[src/segrect_pkg.sv]
// Shared types, widths and helper functions for the segment/rectangle collision block.
// No dependencies; every other file in src imports this package.
`timescale 1ns / 1ps
`default_nettype none

package segrect_pkg;

  // Table size and coordinate width
  localparam int MAX_RECTS  = 16;
  localparam int COORD_BITS = 12;

  // Fixed field widths
  localparam int IDX_W      = 4;
  localparam int RCOUNT_W   = 5;
  localparam int TOL_W      = 8;
  localparam int CFG_IDX_W  = 1;
  localparam int CFG_DATA_W = 8;

  // Derived arithmetic widths
  localparam int DIFF_W = COORD_BITS + 1;
  localparam int PROD_W = 2 * DIFF_W;
  localparam int VAL_W  = PROD_W + 1;
  localparam int NUM_W  = $clog2(MAX_RECTS + 1);

  typedef enum logic [0:0] {
    OP_LOAD  = 1'b0,
    OP_QUERY = 1'b1
  } op_t;

  typedef enum logic [1:0] {
    CAUSE_NONE   = 2'd0,
    CAUSE_INSIDE = 2'd1,
    CAUSE_EDGE   = 2'd2
  } cause_t;

  typedef enum logic [CFG_IDX_W-1:0] {
    CFG_RECT_COUNT = 1'b0,
    CFG_TOLERANCE  = 1'b1
  } cfg_reg_t;

  typedef enum logic [1:0] {
    ORI_COLLINEAR = 2'd0,
    ORI_POS       = 2'd1,
    ORI_NEG       = 2'd2
  } orient_t;

  typedef enum logic [1:0] {
    ST_IDLE,
    ST_SCAN,
    ST_DRAIN,
    ST_DONE
  } state_t;

  // Input word
  typedef struct packed {
    op_t                   operation;
    logic [IDX_W-1:0]      entry_index;
    logic [COORD_BITS-1:0] rect_left;
    logic [COORD_BITS-1:0] rect_right;
    logic [COORD_BITS-1:0] rect_bottom;
    logic [COORD_BITS-1:0] rect_top;
    logic [COORD_BITS-1:0] start_x;
    logic [COORD_BITS-1:0] start_y;
    logic [COORD_BITS-1:0] end_x;
    logic [COORD_BITS-1:0] end_y;
  } req_t;

  // Result word
  typedef struct packed {
    logic   collides;
    cause_t cause;
  } rsp_t;

  // One rectangle table entry
  typedef struct packed {
    logic [COORD_BITS-1:0] left;
    logic [COORD_BITS-1:0] right;
    logic [COORD_BITS-1:0] bottom;
    logic [COORD_BITS-1:0] top;
  } rect_t;

  // Segment under test
  typedef struct packed {
    logic [COORD_BITS-1:0] sx;
    logic [COORD_BITS-1:0] sy;
    logic [COORD_BITS-1:0] ex;
    logic [COORD_BITS-1:0] ey;
  } seg_t;

  // Entry handed from the ring head to the checker
  typedef struct packed {
    logic  valid;
    logic  last;
    rect_t rect;
  } chk_feed_t;

  // Checker status back to the control
  typedef struct packed {
    logic done;
    logic in_box;
    logic crossed;
  } chk_stat_t;

  // Signed difference of two unsigned coordinates
  function automatic logic signed [DIFF_W-1:0] sdiff(input logic [COORD_BITS-1:0] a,
                                                     input logic [COORD_BITS-1:0] b);
    logic signed [DIFF_W-1:0] r;
    r = $signed({1'b0, a}) - $signed({1'b0, b});
    return r;
  endfunction

  // Orientation class of a cross product against the collinear tolerance
  function automatic orient_t orient_of(input logic signed [VAL_W-1:0] v,
                                        input logic [TOL_W-1:0] tol);
    logic [VAL_W-1:0] mag;
    orient_t          o;
    mag = v[VAL_W-1] ? unsigned'(-v) : unsigned'(v);
    if (mag < VAL_W'(tol)) begin
      o = ORI_COLLINEAR;
    end else if (!v[VAL_W-1] && (v != '0)) begin
      o = ORI_POS;
    end else begin
      o = ORI_NEG;
    end
    return o;
  endfunction

endpackage

`default_nettype wire

[src/segrect_cell.sv]
// One cell of the rectangle ring: holds a table entry, takes a load or the neighbor's entry.
// Depends on segrect_pkg.
`timescale 1ns / 1ps
`default_nettype none

module segrect_cell (
  input  logic               clk,
  input  logic               load,
  input  segrect_pkg::rect_t load_rect,
  input  logic               shift,
  input  segrect_pkg::rect_t shift_rect,
  output segrect_pkg::rect_t rect
);
  import segrect_pkg::*;

  rect_t rect_next;

  // Load has precedence; loads only happen while the ring is at rest
  always_comb begin
    rect_next = rect;
    if (load) begin
      rect_next = load_rect;
    end else if (shift) begin
      rect_next = shift_rect;
    end
  end

  always_ff @(posedge clk) begin
    rect <= rect_next;
  end

endmodule

`default_nettype wire

[config.mk]
export PLATFORM = sky130hd
export DESIGN_NAME = segrect_cell
export DESIGN_NICKNAME = d
export VERILOG_FILES = /design/src/segrect_pkg.sv /design/src/segrect_cell.sv
export SDC_FILE = /design/constraint.sdc
export NUM_CORES = 1
export LEC_CHECK = 0
export ABC_AREA = 1
export BUFFER_PORTS_ARGS = -buffer_cell sky130_fd_sc_hd__buf_2
export CORE_ASPECT_RATIO = 0.75
export CORE_MARGIN = 5
export CORE_UTILIZATION = 41
export DETAILED_ROUTE_END_ITERATION = 8
export PLACE_DENSITY = 0.89
export SLEW_MARGIN = 15
export SYNTH_ARGS = -nofsm -noshare
export SYNTH_HDL_FRONTEND = slang
export SYNTH_SLANG_ARGS = --single-unit
[constraint.sdc]
create_clock -name clk -period 2.3 [get_ports clk]
set_input_delay 0.345 -clock clk [delete_from_list [all_inputs] [get_ports clk]]
set_output_delay 0.345 -clock clk [all_outputs]
set_load 0.1 [all_outputs]
==> run_results.csv, run 1 <==
group,metric,value,unit
worst_setup_path,crit_buf_inv,1,
logic_synthesis,synth.avg_cell_area,10.1,µm²
clocking,h-tree-depth,2,
global_route,grt_use_met2,0.292,
power_and_ir_drop,p_leak,1.57,nW
global_route,met1_usage,0.168,
drt,finalWirelength,5350,µm
global_route,grt_first_pass_wirelength,8250,µm
worst_setup_path,cp-endpoint,"rect[37]",
clocking,cts_tree,"built",
placed_design,dp_hpwl,4180,µm
logic_synthesis,syn_area,2070,µm²
worst_setup_path,worstSetupPathType,"register to primary output",
timing,fmax,712,MHz
placed_design,place_congestion,0.742,
drt,vias_per_cell,4.54,
drt,firstDrtPassIters,4,
global_route,overflow,0,
worst_setup_path,cp_data_required_time,1.96,ns
final_layout,num_antenna_cells,0,
floorplan,rows,22,
logic_synthesis,seq_area_frac_synth,0.695,
global_route,antenna_found_initial,0,
power_and_ir_drop,powerDensity,871,nW/µm²
logic_synthesis,yosysWarningCount,0,
final_layout,synthToLayoutAreaGrowth,40.7,%
worst_setup_path,startpoint,"rect[37]",
clocking,cts_setup_buffers,0,
timing,max_slew_margin,0.490,
global_route,track_usage,0.158,
final_layout,layout-drive-gt1-share,0.450,
clocking,cts-hold-fix-buffers,0,
drt,via_count,1866,
hold_path,hold_path_class,"primary input to register",
timing,rsz0062_at_grt,"false",
worst_setup_path,crit_chain,"buf_2",
global_route,first_global_vias,1870,
flow_run,cap_viol_max_count,0,
floorplan,fp.dieW,92.1,µm
logic_synthesis,synth_top_area_share,0.695,
timing,fin_ws,0.896,ns
clocking,ctsResizeCount,0,
drt,drt_iter0_markers,70,
floorplan,core,4900,µm²
clocking,clockBufferDepth,2,
final_layout,largest_reg_flops,48,
logic_synthesis,synth_nets,304,
logic_synthesis,netlist_instances,205,
floorplan,initial_core_util,0.423,
drt,wire_per_inst,13.0,µm
timing,hold_viol_final,0,
drt,ant_nets,0,
final_layout,top_regs,"rect (48)",
worst_setup_path,crit_path_end_kind,"primary output",
timing,min_period,1.40,ns
logic_synthesis,yosysUniqueCellTypes,7,
timing,fin_setup_tns,0,ns
logic_synthesis,synthTopCellsByArea,"edfxtp_1 69%, nand2_1 26%, buf_6 2.2%, buf_2 1.4%, buf_4 0.36%",
clocking,cts.clk_slew.worst_paths,0.08,ns
global_route,grt_max_degree,49,
global_route,use_met3,0.0672,
logic_synthesis,synth-seq-cells,48,
worst_setup_path,worstPathMaxFanout,1,
worst_setup_path,cp.arrival,1.06,ns
logic_synthesis,synth_largest_area_cell,"edfxtp_1",
global_route,grt.busiest_layer,"met2",
final_layout,final_util,0.596,
placed_design,port_buffers,146,
clocking,cts_buffers,5,
worst_setup_path,path_depth,1,
worst_setup_path,cp_slowest_stage_delay,0.43,ns
floorplan,ios,147,
timing,maxSlewViolCount,0,
status,status,"finished clean",
floorplan,dieArea,6600,µm²
final_layout,nNetsFinal,450,
final_layout,regMostFlops,"rect",
clocking,clkSinkCount,48,
placed_design,post-place-ws,0.681,ns
power_and_ir_drop,finalPower,2.54,mW
worst_setup_path,startpoint_type,"register",
timing,tightest_slew,0.764,ns
power_and_ir_drop,ir_drop,0.356,mV
clocking,root_buffer,"clkbuf_8",
floorplan,die_h,71.6,µm
worst_setup_path,slowest_stage,"buf_2",
timing,finalCritPeriodShare,0.611,
timing,hold_ws,0.316,ns
worst_setup_path,critical-path-top-delay-family,"buffers and inverters",
timing,setup_viol,0,
drt,drc,0,
-- synthesized netlist by cell type --
| cell type | n |
|---|---|
| buf_2 | 6 |
| nand2_1 | 144 |
| buf_4 | 1 |
| inv_2 | 1 |
| edfxtp_1 | 48 |
| or2_1 | 1 |
| buf_6 | 4 |
-- power by group --
part	internal, mW	switching, mW	leakage [nW]
sequential	1.07	0.0211	0.494
clock	0.207	0.253	0.0410
combinational	0.155	0.834	1.03
total	1.43	1.11	1.57
-- cells by family after synthesis --
kind of cell,synth area share
simple gates,0.264
buf+inv,0.0416
flops,0.695
-- layout make-up --
class	instances	area [µm²]
Clock buffer	6	72.6
Fill cell	450	1980
Sequential cell	48	1440
Tap cell	60	75.1
Inverter	1	3.75
Multi-Input combinational cell	145	547
Timing Repair Buffer	150	773
Clock inverter	1	5.00
-- per-layer routing --
metal,vias to the layer above,part of all wire
met3,2,0.11
met5,-,0
met1,826,0.37
li1,943,-
met4,0,0.0047
met2,95,0.52
-- stage by stage --
step,instance area (µm²),instances
floorplan,2070,205
global placement,2840,404
detailed placement,2840,404
CTS,2920,411
global route,2920,411
finish,2920,411
-- cell usage in the layout, fill, tap and decap left out --
cell type  synthesis  routed
clkbuf_1           0       1
edfxtp_1          48      48
buf_12             0       1
inv_2              1       1
nand2_1          144     144
clkinv_2           0       1
clkbuf_8           0       5
buf_2              6     146
or2_2              0       1
buf_4              1       3
-- how the worst min path moves through the flow --
stage	start	end	slack (ns)	depth (start not counted)
floorplan	shift_rect[0]	rect[0]	0.52	2
finish	shift_rect[23]	rect[23]	0.32	3
global route	shift_rect[25]	rect[25]	0.30	3
global placement	shift_rect[13]	rect[13]	0.61	3
detailed placement	shift_rect[43]	rect[43]	0.61	3
CTS	shift_rect[43]	rect[43]	0.30	3
(Power assumes the default switching activity.)
==> run 2: changes to the inputs <==
Clock period 2.3 ns to 1.3 ns, I/O delays scaled along.
==> run 2 against run 1 <==
Cell area is 0.86% lower; non-clock buffer count fell by 3; total power is 77% higher; sequential share of layout area up 0.43 points; critical endpoint is now rect[27].
==> run_results.csv, run 2 (synthesis gave the netlist of run 1 again) <==
group,metric,value,unit
timing,tightest_slew,0.733,ns
final_layout,regMostFlops,"rect",
flow_run,cap_viol_max_count,0,
worst_setup_path,crit_buf_inv,1,
worst_setup_path,worstPathMaxFanout,1,
timing,fmax,793,MHz
floorplan,core,4900,µm²
drt,wl_met3,572,µm
power_and_ir_drop,p_leak,1.55,nW
timing,min_period,1.26,ns
timing,setup_viol,0,
worst_setup_path,cp.arrival,1.07,ns
drt,via_count,1838,
timing,hold_viol_final,0,
worst_setup_path,startpoint_type,"register",
final_layout,top_regs,"rect (48)",
hold_path,min_path_cells,3,
drt,drc,0,
drt,ant_nets,0,
floorplan,ios,147,
final_layout,num_antenna_cells,0,
placed_design,port_buffers,146,
global_route,grt_max_degree,49,
worst_setup_path,critical-path-top-delay-family,"buffers and inverters",
worst_setup_path,cp_data_required_time,1.11,ns
timing,rsz0062_at_grt,"false",
floorplan,initial_core_util,0.423,
hold_path,hold_start,"shift_rect[12]",
worst_setup_path,slowest_stage,"buf_2",
clocking,cts_buffers,5,
clocking,clockBufferDepth,2,
floorplan,die_h,71.6,µm
final_layout,stdcell_count,409,
drt,drt_iter0_markers,33,
placed_design,dp.cells,401,
global_route,first_global_vias,1789,
drt,vias_per_cell,4.49,
clocking,cts_tree,"built",
final_layout,layout-drive-gt1-share,0.441,
floorplan,rows,22,
final_layout,final_cell_mix,"144 x nand2_1, 144 x buf_2, 48 x edfxtp_1",
placed_design,dp_hpwl,3970,µm
global_route,antenna_found_initial,0,
worst_setup_path,cp_slowest_stage_delay,0.43,ns
worst_setup_path,crit_chain,"buf_2",
worst_setup_path,crit_path_end_kind,"primary output",
final_layout,nNetsFinal,447,
global_route,grt_first_pass_wirelength,8220,µm
final_layout,largest_reg_flops,48,
global_route,track_usage,0.160,
clocking,cts_setup_buffers,0,
power_and_ir_drop,powerDensity,1560,nW/µm²
final_layout,fillers,431,
clocking,cts.clk_slew.worst_paths,0.08,ns
hold_path,hold_path_class,"primary input to register",
timing,fin_setup_tns,0,ns
clocking,h-tree-depth,2,
placed_design,place_congestion,0.731,
hold_path,hold_path_end,"rect[12]",
final_layout,synthToLayoutAreaGrowth,39.4,%
drt,wire_per_inst,12.8,µm
timing,maxSlewViolCount,0,
timing,max_slew_margin,0.510,
clocking,clkSinkCount,48,
power_and_ir_drop,ir_drop,0.867,mV
floorplan,dieArea,6600,µm²
global_route,overflow,0,
drt,maxUsedRoutingLayer,"met4",
clocking,root_buffer,"clkbuf_8",
status,status,"finished clean",
final_layout,ff_latch_area,1440,µm²
floorplan,fp.dieW,92.1,µm
drt,finalWirelength,5250,µm
drt,met2_length,2500,µm
final_layout,multiInputGateArea,549,µm²
worst_setup_path,worstSetupPathType,"register to primary output",
drt,routedLengthMet1,2120,µm
drt,firstDrtPassIters,5,
timing,finalCritPeriodShare,0.970,
## run 2: metrics by stage
| stage | instance area [µm²] | hold WS [ns] | utilization | total power [mW] | setup slack [ns] |
|---|---|---|---|---|---|
| 3_3_place_gp | 2810 | 0.459 | 0.573 | 3.70 | 0.0924 |
| 4_1_cts | 2890 | 0.156 | 0.589 | 4.54 | 0.0212 |
| 2_1_floorplan | 2080 | 0.374 | - | 3.40 | 0.0536 |
| 5_1_grt | 2890 | 0.151 | 0.590 | 4.67 | 0.000672 |
| 6_report | 2890 | 0.160 | 0.590 | 4.50 | 0.0396 |
| 3_5_place_dp | 2810 | 0.463 | 0.573 | 3.72 | 0.0251 |
## run 2: worst max-delay path by stage
stage	from	end	slack, ns	depth (start not counted)
detailed placement	load	rect[47]	0.03	4
finish	rect[27]	rect[27]	0.04	1
global route	rect[27]	rect[27]	0.0007	1
global placement	load	rect[34]	0.09	2
CTS	rect[17]	rect[17]	0.02	1
floorplan	load	rect[0]	0.05	3
## run 2: timing repair
item / CTS / global route
hold endpoints to repair: 0 / 0
resized for setup: 0 / 2
setup endpoints to repair: 0 / 2
hold buffers: 0 / 0
## run 2: report_power, final
part | internal, mW | switching [mW] | leakage (nW)
clock | 0.375 | 0.446 | 0.0399
combinational | 0.269 | 1.47 | 1.02
sequential | 1.90 | 0.0413 | 0.494
total | 2.54 | 1.96 | 1.55
## run 2: metal layers
| metal | GRT usage | vias to the layer above |
|---|---|---|
| met1 | 0.184 | 798 |
| met4 | 0.0494 | 0 |
| li1 | - | 937 |
| met5 | 0 | - |
| met3 | 0.0630 | 8 |
| met2 | 0.276 | 95 |
## run 2: area by class of cell
type                            count  share of cell area
Sequential cell                    48               0.498
Timing Repair Buffer              147               0.257
Multi-Input combinational cell    145               0.190
Clock buffer                        7              0.0264
Tap cell                           60              0.0260
Clock inverter                      1             0.00130
Inverter                            1             0.00130
==> run 3: changes to the inputs <==
Settings changed: CORE_UTILIZATION 41 to 42, CTS_BUF_LIST set to sky130_fd_sc_hd__clkbuf_4, PLACE_DENSITY 0.89 to 0.91.
==> run 3 against run 2 <==
Combinational power rose by 6%; first-iteration DRC count rose by 120%; sequential share of layout area fell by 1.5 points; sequential power barely moved; cell count fell by 0.24%; critical path depth did not move; flip-flop and latch count did not move; cell area rose by 3.2%.
==> run_results.csv, run 3 (synthesis gave the netlist of run 1 again) <==
group,metric,value,unit
global_route,overflow,0,
global_route,track_usage,0.152,
worst_setup_path,startpoint,"rect[27]",
clocking,clockBufferDepth,2,
drt,wire_per_inst,12.2,µm
clocking,clkSinkCount,48,
clocking,cts_buffers,5,
final_layout,stdcell_count,408,
worst_setup_path,crit_chain,"buf_4",
timing,tightest_slew,0.720,ns
global_route,grt_max_degree,49,
floorplan,rows,22,
final_layout,stdcell_area,2990,µm²
global_route,grt_first_pass_wirelength,7970,µm
timing,min_period,1.18,ns
placed_design,place_area,2820,µm²
worst_setup_path,cp_data_required_time,1.11,ns
drt,finalWirelength,4990,µm
floorplan,die_h,70.9,µm
hold_path,hold_path_class,"primary input to register",
worst_setup_path,cp_slowest_stage_delay,0.36,ns
status,status,"finished clean",
timing,fmax,846,MHz
worst_setup_path,crit_buf_inv,1,
clocking,cts_tree,"built",
worst_setup_path,startpoint_type,"register",
placed_design,port_buffers,146,
placed_design,dp_hpwl,3770,µm
drt,routedLengthMet1,1830,µm
drt,wl_met3,628,µm
hold_path,hold_start,"shift_rect[29]",
timing,fin_setup_tns,0,ns
drt,via_count,1844,
worst_setup_path,slowest_stage,"edfxtp_1",
power_and_ir_drop,powerDensity,1470,nW/µm²
worst_setup_path,worstPathMaxFanout,1,
placed_design,place_congestion,0.711,
final_layout,synthToLayoutAreaGrowth,43.9,%
placed_design,dp.cells,401,
final_layout,regMostFlops,"rect",
drt,ant_nets,0,
final_layout,nNetsFinal,447,
final_layout,final_cell_mix,"144 x nand2_1, 98 x buf_2, 48 x buf_4, 48 x edfxtp_1, 5 x clkbuf_4",
flow_run,cap_viol_max_count,0,
worst_setup_path,critical-path-top-delay-family,"flip-flops",
clocking,root_buffer,"clkbuf_4",
drt,vias_per_cell,4.52,
timing,finalCritPeriodShare,0.909,
clocking,h-tree-depth,2,
drt,maxUsedRoutingLayer,"met4",
final_layout,layout-drive-gt1-share,0.443,
timing,maxSlewViolCount,0,
global_route,first_global_vias,1878,
power_and_ir_drop,p_leak,1.58,nW
global_route,antenna_found_initial,0,
worst_setup_path,worstSetupPathType,"register to primary output",
floorplan,initial_core_util,0.428,
final_layout,top_regs,"rect (48)",
final_layout,num_antenna_cells,0,
timing,rsz0062_at_grt,"false",
floorplan,dieArea,6460,µm²
power_and_ir_drop,ir_drop,0.917,mV
worst_setup_path,cp.arrival,0.99,ns
timing,hold_viol_final,0,
final_layout,final_common_cell,"nand2_1",
drt,met2_length,2450,µm
drt,drt_iter0_markers,72,
floorplan,core,4840,µm²
final_layout,final_util,0.616,
worst_setup_path,crit_path_end_kind,"primary output",
final_layout,largest_reg_flops,48,
floorplan,ios,147,
timing,max_slew_margin,0.519,
drt,firstDrtPassIters,4,
floorplan,fp.dieW,91.2,µm
timing,hold_ws,0.107,ns
drt,drc,0,
clocking,cts.clk_slew.worst_paths,0.13,ns
timing,setup_viol,0,
run 3: power breakdown:
part | internal [mW] | switching, mW | leakage [nW]
clock network | 0.190 | 0.413 | 0.0261
registers | 1.90 | 0.0468 | 0.494
logic | 0.372 | 1.47 | 1.06
run 3: metrics by stage:
step                setup slack [ns]  power, mW
global placement              0.0862       3.71
floorplan                     0.0536       3.40
detailed placement            0.0397       3.73
finish                         0.118       4.39
CTS                           0.0792       4.44
global route                  0.0532       4.57
run 3: what timing repair did:
action / in CTS / in global routing
setup endpoints to repair: 47 / 0
hold endpoints to repair: 0 / 0
setup buffers: 0 / 0
gates resized for setup: 47 / 0
hold buffers: 0 / 0
run 3: layer usage:
| layer | vias to the layer above | GRT usage |
|---|---|---|
| met5 | - | 0 |
| met4 | 0 | 0.0586 |
| met3 | 10 | 0.0765 |
| met2 | 95 | 0.269 |
| met1 | 802 | 0.154 |
| li1 | 937 | - |
run 3: final timing paths:
path	to	slack, ns	cells past startpoint
worst max-delay path	rect[27]	0.12	1
worst min-delay path	rect[29]	0.11	3
run 3: area by class of cell:
class	instances	area [µm²]
Fill cell	416	1860
Sequential cell	48	1440
Timing Repair Buffer	147	871
Multi-Input combinational cell	145	549
Tap cell	60	75.1
Clock buffer	5	37.5
Clock inverter	2	7.51
Inverter	1	3.75
